<file path="src/rtl/mfd_pkg.sv">
`timescale 1ns / 1ps
// ----------------------------------------------------------------------------
// mfd_pkg
// Shared types and constants of the marker frame deframer.
// ----------------------------------------------------------------------------
package mfd_pkg;

  // Packet layout, byte offsets within a packet
  localparam logic [31:0] POS_LEN_LAST    = 32'd3;
  localparam logic [31:0] POS_TYPE_LAST   = 32'd7;
  localparam logic [31:0] POS_FRAME_FIRST = 32'd20;
  localparam logic [31:0] POS_FRAME_LAST  = 32'd23;
  localparam logic [31:0] POS_STAMP_FIRST = 32'd24;
  localparam logic [31:0] POS_STAMP_LAST  = 32'd31;
  localparam logic [31:0] POS_EMPTY_CHECK = 32'd35;
  localparam logic [31:0] HDR_LEN         = 32'd8;
  localparam logic [31:0] DATA_HDR_LEN    = 32'd36;
  // low nibble of the position of the last byte of a record
  localparam logic [3:0]  REC_LAST_NIBBLE = 4'd3;

  // Packet types
  localparam logic [31:0] TYPE_DATA  = 32'd3;
  localparam logic [31:0] TYPE_ERROR = 32'd4;

  // Result kinds
  localparam logic [1:0] KIND_MARKER    = 2'd0;
  localparam logic [1:0] KIND_ERROR     = 2'd1;
  localparam logic [1:0] KIND_MALFORMED = 2'd2;
  localparam logic [1:0] KIND_EMPTY     = 2'd3;

  localparam int unsigned IDX_W = 28;

  // Operations handed from the parser to the result builder
  typedef enum logic [2:0] {
    OP_FRAME,
    OP_STAMP,
    OP_REC,
    OP_REC_END,
    OP_ERROR,
    OP_MALFORMED,
    OP_EMPTY
  } op_e;

  typedef struct packed {
    op_e              op;
    logic [7:0]       data;
    logic [IDX_W-1:0] idx;
    logic             last;
  } tok_t;

endpackage

</file>
<file path="src/rtl/mfd_in_if.sv">
`timescale 1ns / 1ps
// ----------------------------------------------------------------------------
// mfd_in_if
// Byte stream channel into the deframer.
// ----------------------------------------------------------------------------
interface mfd_in_if;
  logic       valid;
  logic       ready;
  logic [7:0] data_byte;

  modport source (output valid, output data_byte, input ready);
  modport sink (input valid, input data_byte, output ready);
endinterface

</file>
<file path="src/rtl/mfd_out_if.sv">
`timescale 1ns / 1ps
// ----------------------------------------------------------------------------
// mfd_out_if
// Result channel out of the deframer.
// ----------------------------------------------------------------------------
interface mfd_out_if;
  logic        valid;
  logic        ready;
  logic [1:0]  kind;
  logic [31:0] frame_id;
  logic [63:0] frame_stamp;
  logic [27:0] marker_index;
  logic [31:0] x_bits;
  logic [31:0] y_bits;
  logic [31:0] z_bits;
  logic [31:0] reliability_bits;
  logic        in_view;
  logic        last_marker;

  modport source (
    output valid, output kind, output frame_id, output frame_stamp,
    output marker_index, output x_bits, output y_bits, output z_bits,
    output reliability_bits, output in_view, output last_marker,
    input ready
  );
  modport sink (
    input valid, input kind, input frame_id, input frame_stamp,
    input marker_index, input x_bits, input y_bits, input z_bits,
    input reliability_bits, input in_view, input last_marker,
    output ready
  );
endinterface

</file>
<file path="src/rtl/marker_frame_deframer_top.sv">
`timescale 1ns / 1ps
// ----------------------------------------------------------------------------
// marker_frame_deframer_top
// Splits a byte stream into packets and reports marker records and errors.
// ----------------------------------------------------------------------------
// Takes one stream byte per cycle while the queue has room and gives at most
// one result per byte. A parser tracks the byte position and header of each
// packet and tags the bytes that matter; a short queue carries the tagged
// words to a result builder that assembles frame number, timestamp and
// 16-byte marker records into a registered output. The word of the byte that
// completes a result passes through the queue and is then loaded into the
// result register. The input keeps flowing while a result waits on the output
// until the queue (FifoDepth words) fills; bytes that carry nothing the builder
// needs take no queue space. No clearing pass follows reset.
module marker_frame_deframer_top #(
  parameter int unsigned FifoDepth = 4
) (
  input  logic       clk_i,
  input  logic       rst_ni,
  mfd_in_if.sink     in_i,
  mfd_out_if.source  out_o
);

  logic          push, full, pop, head_valid;
  mfd_pkg::tok_t push_tok, head_tok;

  mfd_front u_front (
    .clk_i       (clk_i),
    .rst_ni      (rst_ni),
    .in_i        (in_i),
    .fifo_full_i (full),
    .push_o      (push),
    .tok_o       (push_tok)
  );

  mfd_fifo #(
    .Depth (FifoDepth)
  ) u_fifo (
    .clk_i   (clk_i),
    .rst_ni  (rst_ni),
    .push_i  (push),
    .tok_i   (push_tok),
    .full_o  (full),
    .pop_i   (pop),
    .valid_o (head_valid),
    .tok_o   (head_tok)
  );

  mfd_back u_back (
    .clk_i        (clk_i),
    .rst_ni       (rst_ni),
    .head_valid_i (head_valid),
    .tok_i        (head_tok),
    .pop_o        (pop),
    .out_o        (out_o)
  );

endmodule

</file>
<file path="src/rtl/mfd_front.sv">
`timescale 1ns / 1ps
// ----------------------------------------------------------------------------
// mfd_front
// Packet parser: tracks the byte position, decodes the header and tags the
// bytes that matter with an operation for the result builder.
// ----------------------------------------------------------------------------
module mfd_front (
  input  logic          clk_i,
  input  logic          rst_ni,
  mfd_in_if.sink        in_i,
  input  logic          fifo_full_i,
  output logic          push_o,
  output mfd_pkg::tok_t tok_o
);

  logic                           accept;
  logic [31:0]                    pos_q, pos_d;
  logic [31:0]                    len_q, len_d;
  logic [31:0]                    shift_q, shift_d;
  logic                           data_q, data_d;
  logic [mfd_pkg::IDX_W-1:0]      rc_q, rc_d;
  logic [mfd_pkg::IDX_W-1:0]      rn_q, rn_d;
  logic [mfd_pkg::IDX_W-1:0]      rn_inc;
  logic [31:0]                    body_len;

  assign in_i.ready = !fifo_full_i;
  assign accept     = in_i.valid && in_i.ready;
  assign rn_inc     = rn_q + mfd_pkg::IDX_W'(1);
  assign body_len   = len_q - mfd_pkg::DATA_HDR_LEN;

  // Decode position and header, build the operation for this word
  always_comb begin
    pos_d   = pos_q;
    len_d   = len_q;
    shift_d = shift_q;
    data_d  = data_q;
    rc_d    = rc_q;
    rn_d    = rn_q;
    push_o  = 1'b0;
    tok_o   = '0;
    tok_o.data = in_i.data_byte;
    if (accept) begin
      shift_d = {shift_q[23:0], in_i.data_byte};
      if (pos_q == mfd_pkg::POS_LEN_LAST) begin
        len_d = shift_d;
      end
      // advance, or restart at the end of the packet
      if (pos_q >= mfd_pkg::POS_TYPE_LAST && pos_q + 32'd1 == len_q) begin
        pos_d = '0;
      end else begin
        pos_d = pos_q + 32'd1;
      end
      if (pos_q == mfd_pkg::POS_TYPE_LAST) begin
        rn_d   = '0;
        rc_d   = '0;
        data_d = 1'b0;
        priority if (len_q < mfd_pkg::HDR_LEN) begin
          push_o   = 1'b1;
          tok_o.op = mfd_pkg::OP_MALFORMED;
          pos_d    = '0;
        end else if (shift_d == mfd_pkg::TYPE_DATA) begin
          if (len_q < mfd_pkg::DATA_HDR_LEN) begin
            push_o   = 1'b1;
            tok_o.op = mfd_pkg::OP_MALFORMED;
          end else begin
            data_d = 1'b1;
            rc_d   = body_len[31:4];
          end
        end else if (shift_d == mfd_pkg::TYPE_ERROR) begin
          push_o   = 1'b1;
          tok_o.op = mfd_pkg::OP_ERROR;
        end else begin
          data_d = 1'b0;
        end
      end else if (data_q && pos_q > mfd_pkg::POS_TYPE_LAST) begin
        // tag data packet bytes
        priority if (pos_q >= mfd_pkg::POS_FRAME_FIRST &&
                     pos_q <= mfd_pkg::POS_FRAME_LAST) begin
          push_o   = 1'b1;
          tok_o.op = mfd_pkg::OP_FRAME;
        end else if (pos_q >= mfd_pkg::POS_STAMP_FIRST &&
                     pos_q <= mfd_pkg::POS_STAMP_LAST) begin
          push_o   = 1'b1;
          tok_o.op = mfd_pkg::OP_STAMP;
        end else if (pos_q == mfd_pkg::POS_EMPTY_CHECK && rc_q == '0) begin
          push_o   = 1'b1;
          tok_o.op = mfd_pkg::OP_EMPTY;
        end else if (pos_q >= mfd_pkg::DATA_HDR_LEN && rn_q < rc_q) begin
          push_o = 1'b1;
          if (pos_q[3:0] == mfd_pkg::REC_LAST_NIBBLE) begin
            tok_o.op   = mfd_pkg::OP_REC_END;
            tok_o.idx  = rn_q;
            tok_o.last = (rn_inc == rc_q);
            rn_d       = rn_inc;
          end else begin
            tok_o.op = mfd_pkg::OP_REC;
          end
        end else begin
          push_o = 1'b0;
        end
      end
    end
  end

  // Hold parser state
  always_ff @(posedge clk_i or negedge rst_ni) begin
    if (!rst_ni) begin
      pos_q   <= '0;
      len_q   <= '0;
      shift_q <= '0;
      data_q  <= 1'b0;
      rc_q    <= '0;
      rn_q    <= '0;
    end else begin
      pos_q   <= pos_d;
      len_q   <= len_d;
      shift_q <= shift_d;
      data_q  <= data_d;
      rc_q    <= rc_d;
      rn_q    <= rn_d;
    end
  end

endmodule

</file>
<file path="src/rtl/mfd_fifo.sv">
`timescale 1ns / 1ps
// ----------------------------------------------------------------------------
// mfd_fifo
// Short operation queue between the parser and the result builder.
// ----------------------------------------------------------------------------
module mfd_fifo #(
  parameter int unsigned Depth = 4
) (
  input  logic          clk_i,
  input  logic          rst_ni,
  input  logic          push_i,
  input  mfd_pkg::tok_t tok_i,
  output logic          full_o,
  input  logic          pop_i,
  output logic          valid_o,
  output mfd_pkg::tok_t tok_o
);

  localparam int unsigned AddrW = (Depth > 1) ? $clog2(Depth) : 1;
  localparam int unsigned CntW  = $clog2(Depth + 1);

  mfd_pkg::tok_t   mem_q [Depth];
  logic [AddrW-1:0] wr_ptr_q, rd_ptr_q;
  logic [CntW-1:0]  cnt_q;
  logic             do_push, do_pop;

  assign full_o  = (cnt_q == CntW'(Depth));
  assign valid_o = (cnt_q != '0);
  assign tok_o   = mem_q[rd_ptr_q];
  assign do_push = push_i && !full_o;
  assign do_pop  = pop_i && valid_o;

  // Store pushed words
  always_ff @(posedge clk_i) begin
    if (do_push) begin
      mem_q[wr_ptr_q] <= tok_i;
    end
  end

  // Advance pointers and fill count
  always_ff @(posedge clk_i or negedge rst_ni) begin
    if (!rst_ni) begin
      wr_ptr_q <= '0;
      rd_ptr_q <= '0;
      cnt_q    <= '0;
    end else begin
      if (do_push) begin
        wr_ptr_q <= (wr_ptr_q == AddrW'(Depth - 1)) ? '0 : wr_ptr_q + AddrW'(1);
      end
      if (do_pop) begin
        rd_ptr_q <= (rd_ptr_q == AddrW'(Depth - 1)) ? '0 : rd_ptr_q + AddrW'(1);
      end
      if (do_push && !do_pop) begin
        cnt_q <= cnt_q + CntW'(1);
      end else if (do_pop && !do_push) begin
        cnt_q <= cnt_q - CntW'(1);
      end
    end
  end

  a_cnt_bound: assert property (@(posedge clk_i) disable iff (!rst_ni)
    cnt_q <= CntW'(Depth))
    else $error("queue fill count beyond depth");

  a_no_overflow: assert property (@(posedge clk_i) disable iff (!rst_ni)
    push_i |-> !full_o)
    else $error("push into a full queue");

  a_pop_changes_count: assert property (@(posedge clk_i) disable iff (!rst_ni)
    (do_pop && !do_push) |=> cnt_q == $past(cnt_q) - CntW'(1))
    else $error("pop did not lower the fill count");

endmodule

</file>
<file path="src/rtl/mfd_back.sv">
`timescale 1ns / 1ps
// ----------------------------------------------------------------------------
// mfd_back
// Result builder: assembles frame number, timestamp and marker records from
// tagged words and drives the registered result channel.
// ----------------------------------------------------------------------------
module mfd_back (
  input  logic          clk_i,
  input  logic          rst_ni,
  input  logic          head_valid_i,
  input  mfd_pkg::tok_t tok_i,
  output logic          pop_o,
  mfd_out_if.source     out_o
);

  logic [31:0]  frame_q;
  logic [63:0]  stamp_q;
  logic [127:0] rec_q, rec_d;
  logic         emits, out_free;
  logic         out_valid_q;
  logic [1:0]   kind_q;
  logic [31:0]  frame_out_q;
  logic [63:0]  stamp_out_q;
  logic [27:0]  idx_q;
  logic [31:0]  x_q, y_q, z_q, rel_q;
  logic         in_view_q, last_q;

  assign rec_d    = {rec_q[119:0], tok_i.data};
  assign out_free = !out_valid_q || out_o.ready;

  // Classify operations that produce a result
  always_comb begin
    unique case (tok_i.op)
      mfd_pkg::OP_REC_END, mfd_pkg::OP_ERROR,
      mfd_pkg::OP_MALFORMED, mfd_pkg::OP_EMPTY: emits = 1'b1;
      default:                                   emits = 1'b0;
    endcase
  end

  assign pop_o = head_valid_i && (!emits || out_free);

  // Shift in frame, timestamp and record words
  always_ff @(posedge clk_i or negedge rst_ni) begin
    if (!rst_ni) begin
      frame_q <= '0;
      stamp_q <= '0;
      rec_q   <= '0;
    end else if (pop_o) begin
      unique case (tok_i.op)
        mfd_pkg::OP_FRAME:               frame_q <= {frame_q[23:0], tok_i.data};
        mfd_pkg::OP_STAMP:               stamp_q <= {stamp_q[55:0], tok_i.data};
        mfd_pkg::OP_REC, mfd_pkg::OP_REC_END: rec_q <= rec_d;
        default:                         rec_q   <= rec_q;
      endcase
    end
  end

  // Load the result register
  always_ff @(posedge clk_i or negedge rst_ni) begin
    if (!rst_ni) begin
      out_valid_q <= 1'b0;
    end else if (pop_o && emits) begin
      out_valid_q <= 1'b1;
    end else if (out_o.ready) begin
      out_valid_q <= 1'b0;
    end
  end

  always_ff @(posedge clk_i) begin
    if (pop_o && emits) begin
      frame_out_q <= '0;
      stamp_out_q <= '0;
      idx_q       <= '0;
      x_q         <= '0;
      y_q         <= '0;
      z_q         <= '0;
      rel_q       <= '0;
      in_view_q   <= 1'b0;
      last_q      <= 1'b0;
      unique case (tok_i.op)
        mfd_pkg::OP_REC_END: begin
          kind_q      <= mfd_pkg::KIND_MARKER;
          frame_out_q <= frame_q;
          stamp_out_q <= stamp_q;
          idx_q       <= tok_i.idx;
          x_q         <= rec_d[127:96];
          y_q         <= rec_d[95:64];
          z_q         <= rec_d[63:32];
          rel_q       <= rec_d[31:0];
          in_view_q   <= (rec_d[63:32] != '1);
          last_q      <= tok_i.last;
        end
        mfd_pkg::OP_EMPTY: begin
          kind_q      <= mfd_pkg::KIND_EMPTY;
          frame_out_q <= frame_q;
          stamp_out_q <= stamp_q;
        end
        mfd_pkg::OP_ERROR: kind_q <= mfd_pkg::KIND_ERROR;
        default:           kind_q <= mfd_pkg::KIND_MALFORMED;
      endcase
    end
  end

  assign out_o.valid            = out_valid_q;
  assign out_o.kind             = kind_q;
  assign out_o.frame_id         = frame_out_q;
  assign out_o.frame_stamp      = stamp_out_q;
  assign out_o.marker_index     = idx_q;
  assign out_o.x_bits           = x_q;
  assign out_o.y_bits           = y_q;
  assign out_o.z_bits           = z_q;
  assign out_o.reliability_bits = rel_q;
  assign out_o.in_view          = in_view_q;
  assign out_o.last_marker      = last_q;

  a_rec_end_emits: assert property (@(posedge clk_i) disable iff (!rst_ni)
    (pop_o && tok_i.op == mfd_pkg::OP_REC_END)
      |=> out_valid_q && kind_q == mfd_pkg::KIND_MARKER)
    else $error("record end did not produce a marker result");

  a_non_marker_clear: assert property (@(posedge clk_i) disable iff (!rst_ni)
    (out_valid_q && kind_q != mfd_pkg::KIND_MARKER)
      |-> (idx_q == '0 && x_q == '0 && z_q == '0 && !in_view_q && !last_q))
    else $error("non-marker result carries marker fields");

endmodule

</file>
<file path="src/flat_wrapper.sv">
// flat-port wrapper written by rule: the top's interface ports become plain ports
module marker_frame_deframer_top_flat 
#(
  parameter int unsigned FifoDepth = 4
)
  (clk_i, rst_ni, in_i_valid, in_i_data_byte, in_i_ready, out_o_valid, out_o_kind, out_o_frame_id, out_o_frame_stamp, out_o_marker_index, out_o_x_bits, out_o_y_bits, out_o_z_bits, out_o_reliability_bits, out_o_in_view, out_o_last_marker, out_o_ready);
  mfd_in_if in_i_i ();
  mfd_out_if out_o_i ();
  input  logic clk_i;
  input  logic rst_ni;
  input wire logic [$bits(in_i_i.valid)-1:0] in_i_valid;
  input wire logic [$bits(in_i_i.data_byte)-1:0] in_i_data_byte;
  output wire logic [$bits(in_i_i.ready)-1:0] in_i_ready;
  output wire logic [$bits(out_o_i.valid)-1:0] out_o_valid;
  output wire logic [$bits(out_o_i.kind)-1:0] out_o_kind;
  output wire logic [$bits(out_o_i.frame_id)-1:0] out_o_frame_id;
  output wire logic [$bits(out_o_i.frame_stamp)-1:0] out_o_frame_stamp;
  output wire logic [$bits(out_o_i.marker_index)-1:0] out_o_marker_index;
  output wire logic [$bits(out_o_i.x_bits)-1:0] out_o_x_bits;
  output wire logic [$bits(out_o_i.y_bits)-1:0] out_o_y_bits;
  output wire logic [$bits(out_o_i.z_bits)-1:0] out_o_z_bits;
  output wire logic [$bits(out_o_i.reliability_bits)-1:0] out_o_reliability_bits;
  output wire logic [$bits(out_o_i.in_view)-1:0] out_o_in_view;
  output wire logic [$bits(out_o_i.last_marker)-1:0] out_o_last_marker;
  input wire logic [$bits(out_o_i.ready)-1:0] out_o_ready;
  assign in_i_i.valid = in_i_valid;
  assign in_i_i.data_byte = in_i_data_byte;
  assign in_i_ready = in_i_i.ready;
  assign out_o_valid = out_o_i.valid;
  assign out_o_kind = out_o_i.kind;
  assign out_o_frame_id = out_o_i.frame_id;
  assign out_o_frame_stamp = out_o_i.frame_stamp;
  assign out_o_marker_index = out_o_i.marker_index;
  assign out_o_x_bits = out_o_i.x_bits;
  assign out_o_y_bits = out_o_i.y_bits;
  assign out_o_z_bits = out_o_i.z_bits;
  assign out_o_reliability_bits = out_o_i.reliability_bits;
  assign out_o_in_view = out_o_i.in_view;
  assign out_o_last_marker = out_o_i.last_marker;
  assign out_o_i.ready = out_o_ready;
  marker_frame_deframer_top #(.FifoDepth(FifoDepth)) u_core (.clk_i(clk_i), .rst_ni(rst_ni), .in_i(in_i_i), .out_o(out_o_i));
endmodule
</file>
<file path="config.mk">
export PLATFORM = sky130hd
export DESIGN_NAME = marker_frame_deframer_top_flat
export DESIGN_NICKNAME = d
export VERILOG_FILES = /design/src/rtl/mfd_pkg.sv /design/src/rtl/mfd_in_if.sv /design/src/rtl/mfd_out_if.sv /design/src/rtl/marker_frame_deframer_top.sv /design/src/rtl/mfd_front.sv /design/src/rtl/mfd_fifo.sv /design/src/rtl/mfd_back.sv /design/src/flat_wrapper.sv
export SDC_FILE = /design/constraint.sdc
export NUM_CORES = 1
export LEC_CHECK = 0
export ABC_AREA = 1
export BUFFER_PORTS_ARGS = -buffer_cell sky130_fd_sc_hd__buf_2
export CAP_MARGIN = 20
export CORE_ASPECT_RATIO = 0.75
export CORE_MARGIN = 2
export CORE_UTILIZATION = 50
export DETAILED_ROUTE_END_ITERATION = 7
export PLACE_DENSITY_LB_ADDON = 0.12
export SLEW_MARGIN = 25
export SYNTH_ARGS = -nofsm -noshare
export SYNTH_HDL_FRONTEND = slang
export SYNTH_SLANG_ARGS = --single-unit
export TNS_END_PERCENT = 1
</file>
<file path="constraint.sdc">
create_clock -name clk_i -period 12.1 [get_ports clk_i]
set_input_delay 1.21 -clock clk_i [delete_from_list [all_inputs] [get_ports clk_i]]
set_output_delay 1.21 -clock clk_i [all_outputs]
set_load 0.03 [all_outputs]
</file>
---- Yosys cells after proc, flatten, opt, wreduce, memory -nomap -nowiden ----
Memories as Yosys holds them, arrays and structs flattened.
Cells that the tools add are included.
word-level totals
  input bits .............................. 12
  logic and storage cells ................. 156
  bits in writable memories ............... 160
  output and inout port bits .............. 258
  memories ................................ 1
  flip-flop bits (word level) ............. 625
memories
  name                 depth  bits a word  rd ports  clocked after Yosys merged registers in  write ports  line            RTL
  u_core.u_fifo.mem_q  4      40           1         0                                        1            mfd_fifo.sv:22  mfd_pkg::tok_t mem_q [Depth];
cells by class
  magnitude comparators ................... 10
  equal/unequal tests ..................... 21
  reductions and logical operators ........ 37
  $add $sub $neg .......................... 7
  mux-type cells .......................... 57
operators with widths
  kind                                                                               count
  28-bit two-way mux                                                                 10
  29-bit two-way mux                                                                 8
  32-bit two-way mux                                                                 3
  32-bit by 2-bit equality test with 1-bit output, second input constant             2
  32-bit by 3-bit equality test with 1-bit output, second input constant             2
  32-bit by 5-bit >= comparator with 1-bit output, second input constant             2
  32-bit by 5-bit less-or-equal comparator with 1-bit output, second input constant  2
  3-bit two-way mux                                                                  12
  32-bit by 1-bit adder with 32-bit output, second input constant                    1
  32-bit equality test                                                               1
  32-bit by 6-bit equality test with 1-bit output, second input constant             1
  32-bit by 3-bit >= comparator with 1-bit output, second input constant             1
  32-bit by 6-bit >= comparator with 1-bit output, second input constant             1
  32-bit by 3-bit greater-than comparator with 1-bit output, second input constant   1
  32-bit by 4-bit < comparator with 1-bit output, second input constant              1
  32-bit by 6-bit < comparator with 1-bit output, second input constant              1
  32-bit != test, second input constant                                              1
  32-bit by 6-bit subtractor with 32-bit output, second input constant               1
  28-bit by 1-bit adder with 28-bit output, second input constant                    1
  28-bit equality test                                                               1
  28-bit logical NOT                                                                 1
  28-bit < comparator                                                                1
  1-bit two-way mux                                                                  20
  1-bit logical AND                                                                  13
  other kinds (20)                                                                   44

---- Logic depth before layout (Yosys ltp) ----
  word-level depth ........................ 14
  depth in mapped cells ................... 21
  mapped depth without buffers ............ 21

---- Modules after synthesis ----
From an unflattened synthesis, not the netlist that was laid out.
second synthesis, totals
  cell total of the unflattened synthesis .. 3,774
  area total of the unflattened synthesis .. 35,509.1 µm²
by module, submodules not included
  module     area an instance (µm²)  cells each  instances
  mfd_back   18,172.4                1,680       1
  mfd_front  10,237.3                1,567       1
  mfd_fifo   7,099.3                 527         1

---- Least setup slack after synthesis ----
OpenSTA, ideal clock, no wires.
  kind .................................... input to register
  start ................................... input port out_o_ready
  end ..................................... register u_core.u_back.frame_out_q[0] (netlist: u_core.u_back.out_o.frame_id[0]) (enable)
  setup slack ............................. 4,769 ps
  buffers on the path ..................... 0
  required time ........................... 11,492 ps
  setup time .............................. 608 ps
  arrival ................................. 6,723 ps
  stages on the path ...................... 5
  path through ............................ nor2_1 > inv_1 > o21ai_1 > or2_2 > inv_1
between the ends
  word-level cells in the longest chain between the ends .. 4
ends and longest elaborated chain
  what                    line                RTL
  start: declaration      flat_wrapper.sv:25  input wire logic [$bits(out_o_i.ready)-1:0] out_o_ready;
  1-bit logical OR        mfd_back.sv:29      assign out_free = !out_valid_q || out_o.ready;
  1-bit logical OR        mfd_back.sv:40      assign pop_o = head_valid_i && (!emits || out_free);
  1-bit logical AND       mfd_back.sv:40
  1-bit logical AND       mfd_back.sv:70      if (pop_o && emits) begin
  end signal: assignment  mfd_back.sv:83      frame_out_q <= frame_q;
  end signal: assignment  mfd_back.sv:95      frame_out_q <= frame_q;
  end: declaration        mfd_back.sv:22      logic [31:0] frame_out_q;
No other way between the ends.
A chain may end at the register's enable or synchronous reset.

---- Worst setup path in the final report ----
  start ................................... register u_core.u_fifo.rd_ptr_q[1]
  end ..................................... register u_core.u_back.idx_q[11] (netlist: u_core.u_back.out_o.marker_index[11]) (enable)
between the ends
  word-level cells in the longest chain between the ends .. 8
  elaborated cells between the ends (all ways) .. 11
ends and longest elaborated chain
  what                                                                                          line            RTL
  start: declaration                                                                            mfd_fifo.sv:23  logic [AddrW-1:0] wr_ptr_q, rd_ptr_q;
  start signal: assignment                                                                      mfd_fifo.sv:51  rd_ptr_q <= (rd_ptr_q == AddrW'(Depth - 1)) ? '0 : rd_ptr_q + AddrW'(1);
  memory 4 x 40 bit *                                                                           -
  3-bit equality test / 3-bit by 2-bit equality test with 1-bit output (equally long branches)  mfd_back.sv:33  unique case (tok_i.op)
  4-bit OR reduction *                                                                          mfd_back.sv:33
  1-bit two-way mux *                                                                           mfd_back.sv:33
  1-bit logical NOT                                                                             mfd_back.sv:40
  1-bit logical OR                                                                              mfd_back.sv:40
  1-bit logical AND                                                                             mfd_back.sv:40
  1-bit logical AND *                                                                           mfd_back.sv:70
  end signal: assignment                                                                        mfd_back.sv:85  idx_q <= tok_i.idx;
  end: declaration                                                                              mfd_back.sv:24  logic [27:0] idx_q;
Every way passes the cells marked *; elsewhere a longest branch is shown, timed or not.

==> flow_summary.yaml <==
drt:
  drt-initial-drc-count: 2476
  via_count: 24300
  ant_nets: 0
  wl_per_cell_um: 17.3
  drc: 0
  drtPass1Iterations: 6
  vias_per_cell: 5.15
  wirelength_um: 81600
clocking:
  cts.clk_slew.worst_paths_ps: 60
  clock_sinks: 785
  ctsResizeCount: 0
  cts_tree: "done"
  htreeDepth: 3
  cts_setup_buffers: 0
  clock-root-buffer: "clkbuf_16"
  numCtsBuffers: 76
  clockBufferDepth: 3
  clock_latency_ps: 630
  cts_hold_buffers: 0
timing:
  setup_viol: 0
  relSlewSlack_pct: 32.0
  clock_skew_ps: 20.5
  worst_pin_slew_ps: 1020
  fmax_mhz: 162
  fin_crit_ps: 6160
  period_share_pct: 50.9
  rsz0062_at_grt: "no"
  hold_viol: 0
  fin_setup_tns_ps: 0
  drv_slew: 0
synth:
  synth_top_family_by_area: "simple AND/OR/NAND/NOR gates"
  syn_avg_cell_area_um2: 9.54
  synth_nets: 3590
  synth_cells: 3540
  synth_mux_area_share_pct: 0.0333
  synth_edf_count: 416
  ys_async_sr_fraction_pct: 47.0
  syn_area_um2: 33800
  ys_seq_area_share_pct: 64.3
  ys_ff_latch: 785
  synth_ff_type: "edfxtp_1"
  synth_xor_area_share_pct: 0.819
  yosys_warnings: 0
  synthSimpleGateAreaFrac_pct: 19.1
  synthAdderAreaFrac_pct: 1.43
  synth_compound_area_share_pct: 7.79
  ys_types: 42
worst_setup_path:
  path_max_fanout: 100
  required_ps: 12350
  crit_type: "flop to flop"
  end_kind: "flop"
  worstPathArrival_ps: 6410
  startpoint_type: "flop"
die:
  core_area_um2: 66800
  dieArea_um2: 69700
  start_util_pct: 50.6
  dieWidth_um: 304
  io_pins: 270
  rows: 82
  dieHeight_um: 229
placed_design:
  port_buffers: 269
  place_congestion: 0.915
  dp_hpwl_um: 54700
power_and_ir_drop:
  power.density_nw_per_um2: 278
  peakVddDrop_mv: 0.324
  p_leak_nw: 16.6
run:
  cap_violations: 0
status:
  status: "finished clean"
finish:
  final_core_util_pct: 57.7
  layout_common_cells: "800 x nand2_1, 582 x nor2_1, 429 x inv_1, 416 x edfxtp_1, 368 x dfrtp_1"
  drive_above_1_share_pct: 11.5
  syn_to_final_growth_pct: 14.1
  final_nets: 3823
  final_common_cell: "nand2_1"
hold_path:
  hold_class: "flop to flop"
global_route:
  grt_pass1_wl_um: 129000
  antenna_found_initial: 8
  grt_pass1_vias: 22700
  overflow: 0
  grt_max_degree: 241
  grt.total_usage_pct: 23.4
[cell type report]
| class | count | area, um2 |
|---|---|---|
| Inverter | 436 | 1650 |
| Timing Repair Buffer | 290 | 1550 |
| Clock buffer | 106 | 2140 |
| Sequential cell | 785 | 21700 |
| Fill cell | 5789 | 28200 |
| Tap cell | 882 | 1100 |
| Clock inverter | 35 | 423 |
| Multi-Input combinational cell | 2184 | 9950 |
| Antenna cell | 4 | 10.0 |
[registers in the layout, indices dropped and copies added, names as in the netlist, 64 cells and up]
register / flops
u_core.u_back.rec_q: 120
u_core.u_back.out_o.frame_stamp: 64
u_core.u_back.stamp_q: 64
u_core.u_fifo.mem_q: 160
[synthesized netlist by cell type, drive strengths merged, types with 2 or more instances]
library cell / count / share of area (%)
and2: 4 / 0.074
a32o: 8 / 0.24
buf: 42 / 0.61
o21bai: 4 / 0.089
nand4: 41 / 0.76
inv: 436 / 4.8
nor3: 19 / 0.28
nand3b: 6 / 0.13
nand3: 126 / 1.9
o21ai: 372 / 5.5
xor2: 24 / 0.62
ha: 37 / 1.4
edfxtp: 416 / 37
clkbuf: 93 / 1.0
nor2: 600 / 6.8
nand2: 804 / 8.9
a21o: 2 / 0.044
o22ai: 23 / 0.43
xnor2: 5 / 0.13
a21oi: 83 / 1.2
or2: 2 / 0.037
nor4: 9 / 0.17
o21a: 4 / 0.089
o2111ai: 2 / 0.070
dfrtp: 369 / 27
[final timing paths]
check / startpoint / endpoint / slack, ps / cells past startpoint
worst min register to register: u_core.u_back.frame_q[14] / u_core.u_back.frame_q[22] / 480 / 2
worst max-delay path: u_core.u_fifo.rd_ptr_q[1] / u_core.u_back.out_o.marker_index[11] / 5940 / 12
min in group asynchronous: rst_ni / u_core.u_back.stamp_q[58] / 590 / 1
max in group asynchronous: rst_ni / u_core.u_front.shift_q[20] / 9230 / 3
worst max register to register: u_core.u_fifo.rd_ptr_q[1] / u_core.u_back.out_o.marker_index[11] / 5940 / 12
worst min-delay path: u_core.u_back.frame_q[14] / u_core.u_back.frame_q[22] / 480 / 2
[logic make-up after synthesis]
logic type,after synthesis
xor+xnor,30
simple gates,1613
fa+ha+maj,38
flops,785
compound gates,502
mux,1
buf+inv,571
[critical path: stages (launching register included)]
cell and delay (ps):
dfrtp_1 370, buf_4 250, inv_1 100, buf_4 500
a21oi_1 80, a32oi_1 540, nand3_4 880, nand2_1 400
a21oi_1 80, or2_2 360, inv_8 500, buf_4 880
buf_6 680
[metal layers]
metal	wire, um	track usage, %	part of all wire (%)
met1	39500	36.7	48
met2	35300	34.5	43
met3	5320	3.55	6.5
met4	1510	5.27	1.8
met5	16	0	0.020
[report_power, final]
part / internal (mW) / switching, mW
Sequential: 3.97 / 0.465
Clock: 1.40 / 1.04
Combinational: 0.901 / 2.92
Total: 6.27 / 4.43
[stage by stage]
stage / instance area [um2] / hold slack, ps / setup WS [ps] / total power, mW / cells
2_1_floorplan: 33800 / 453 / 4770 / 7.27 / 3540
3_3_place_gp: 36000 / 459 / 5570 / 8.29 / 4577
3_5_place_dp: 36000 / 468 / 5650 / 8.33 / 4577
4_1_cts: 38500 / 484 / 5630 / 10.8 / 4718
5_1_grt: 38500 / 504 / 5500 / 11.3 / 4718
6_report: 38500 / 480 / 5940 / 10.7 / 4722
Note: power is estimated with default switching activity, not from simulation.
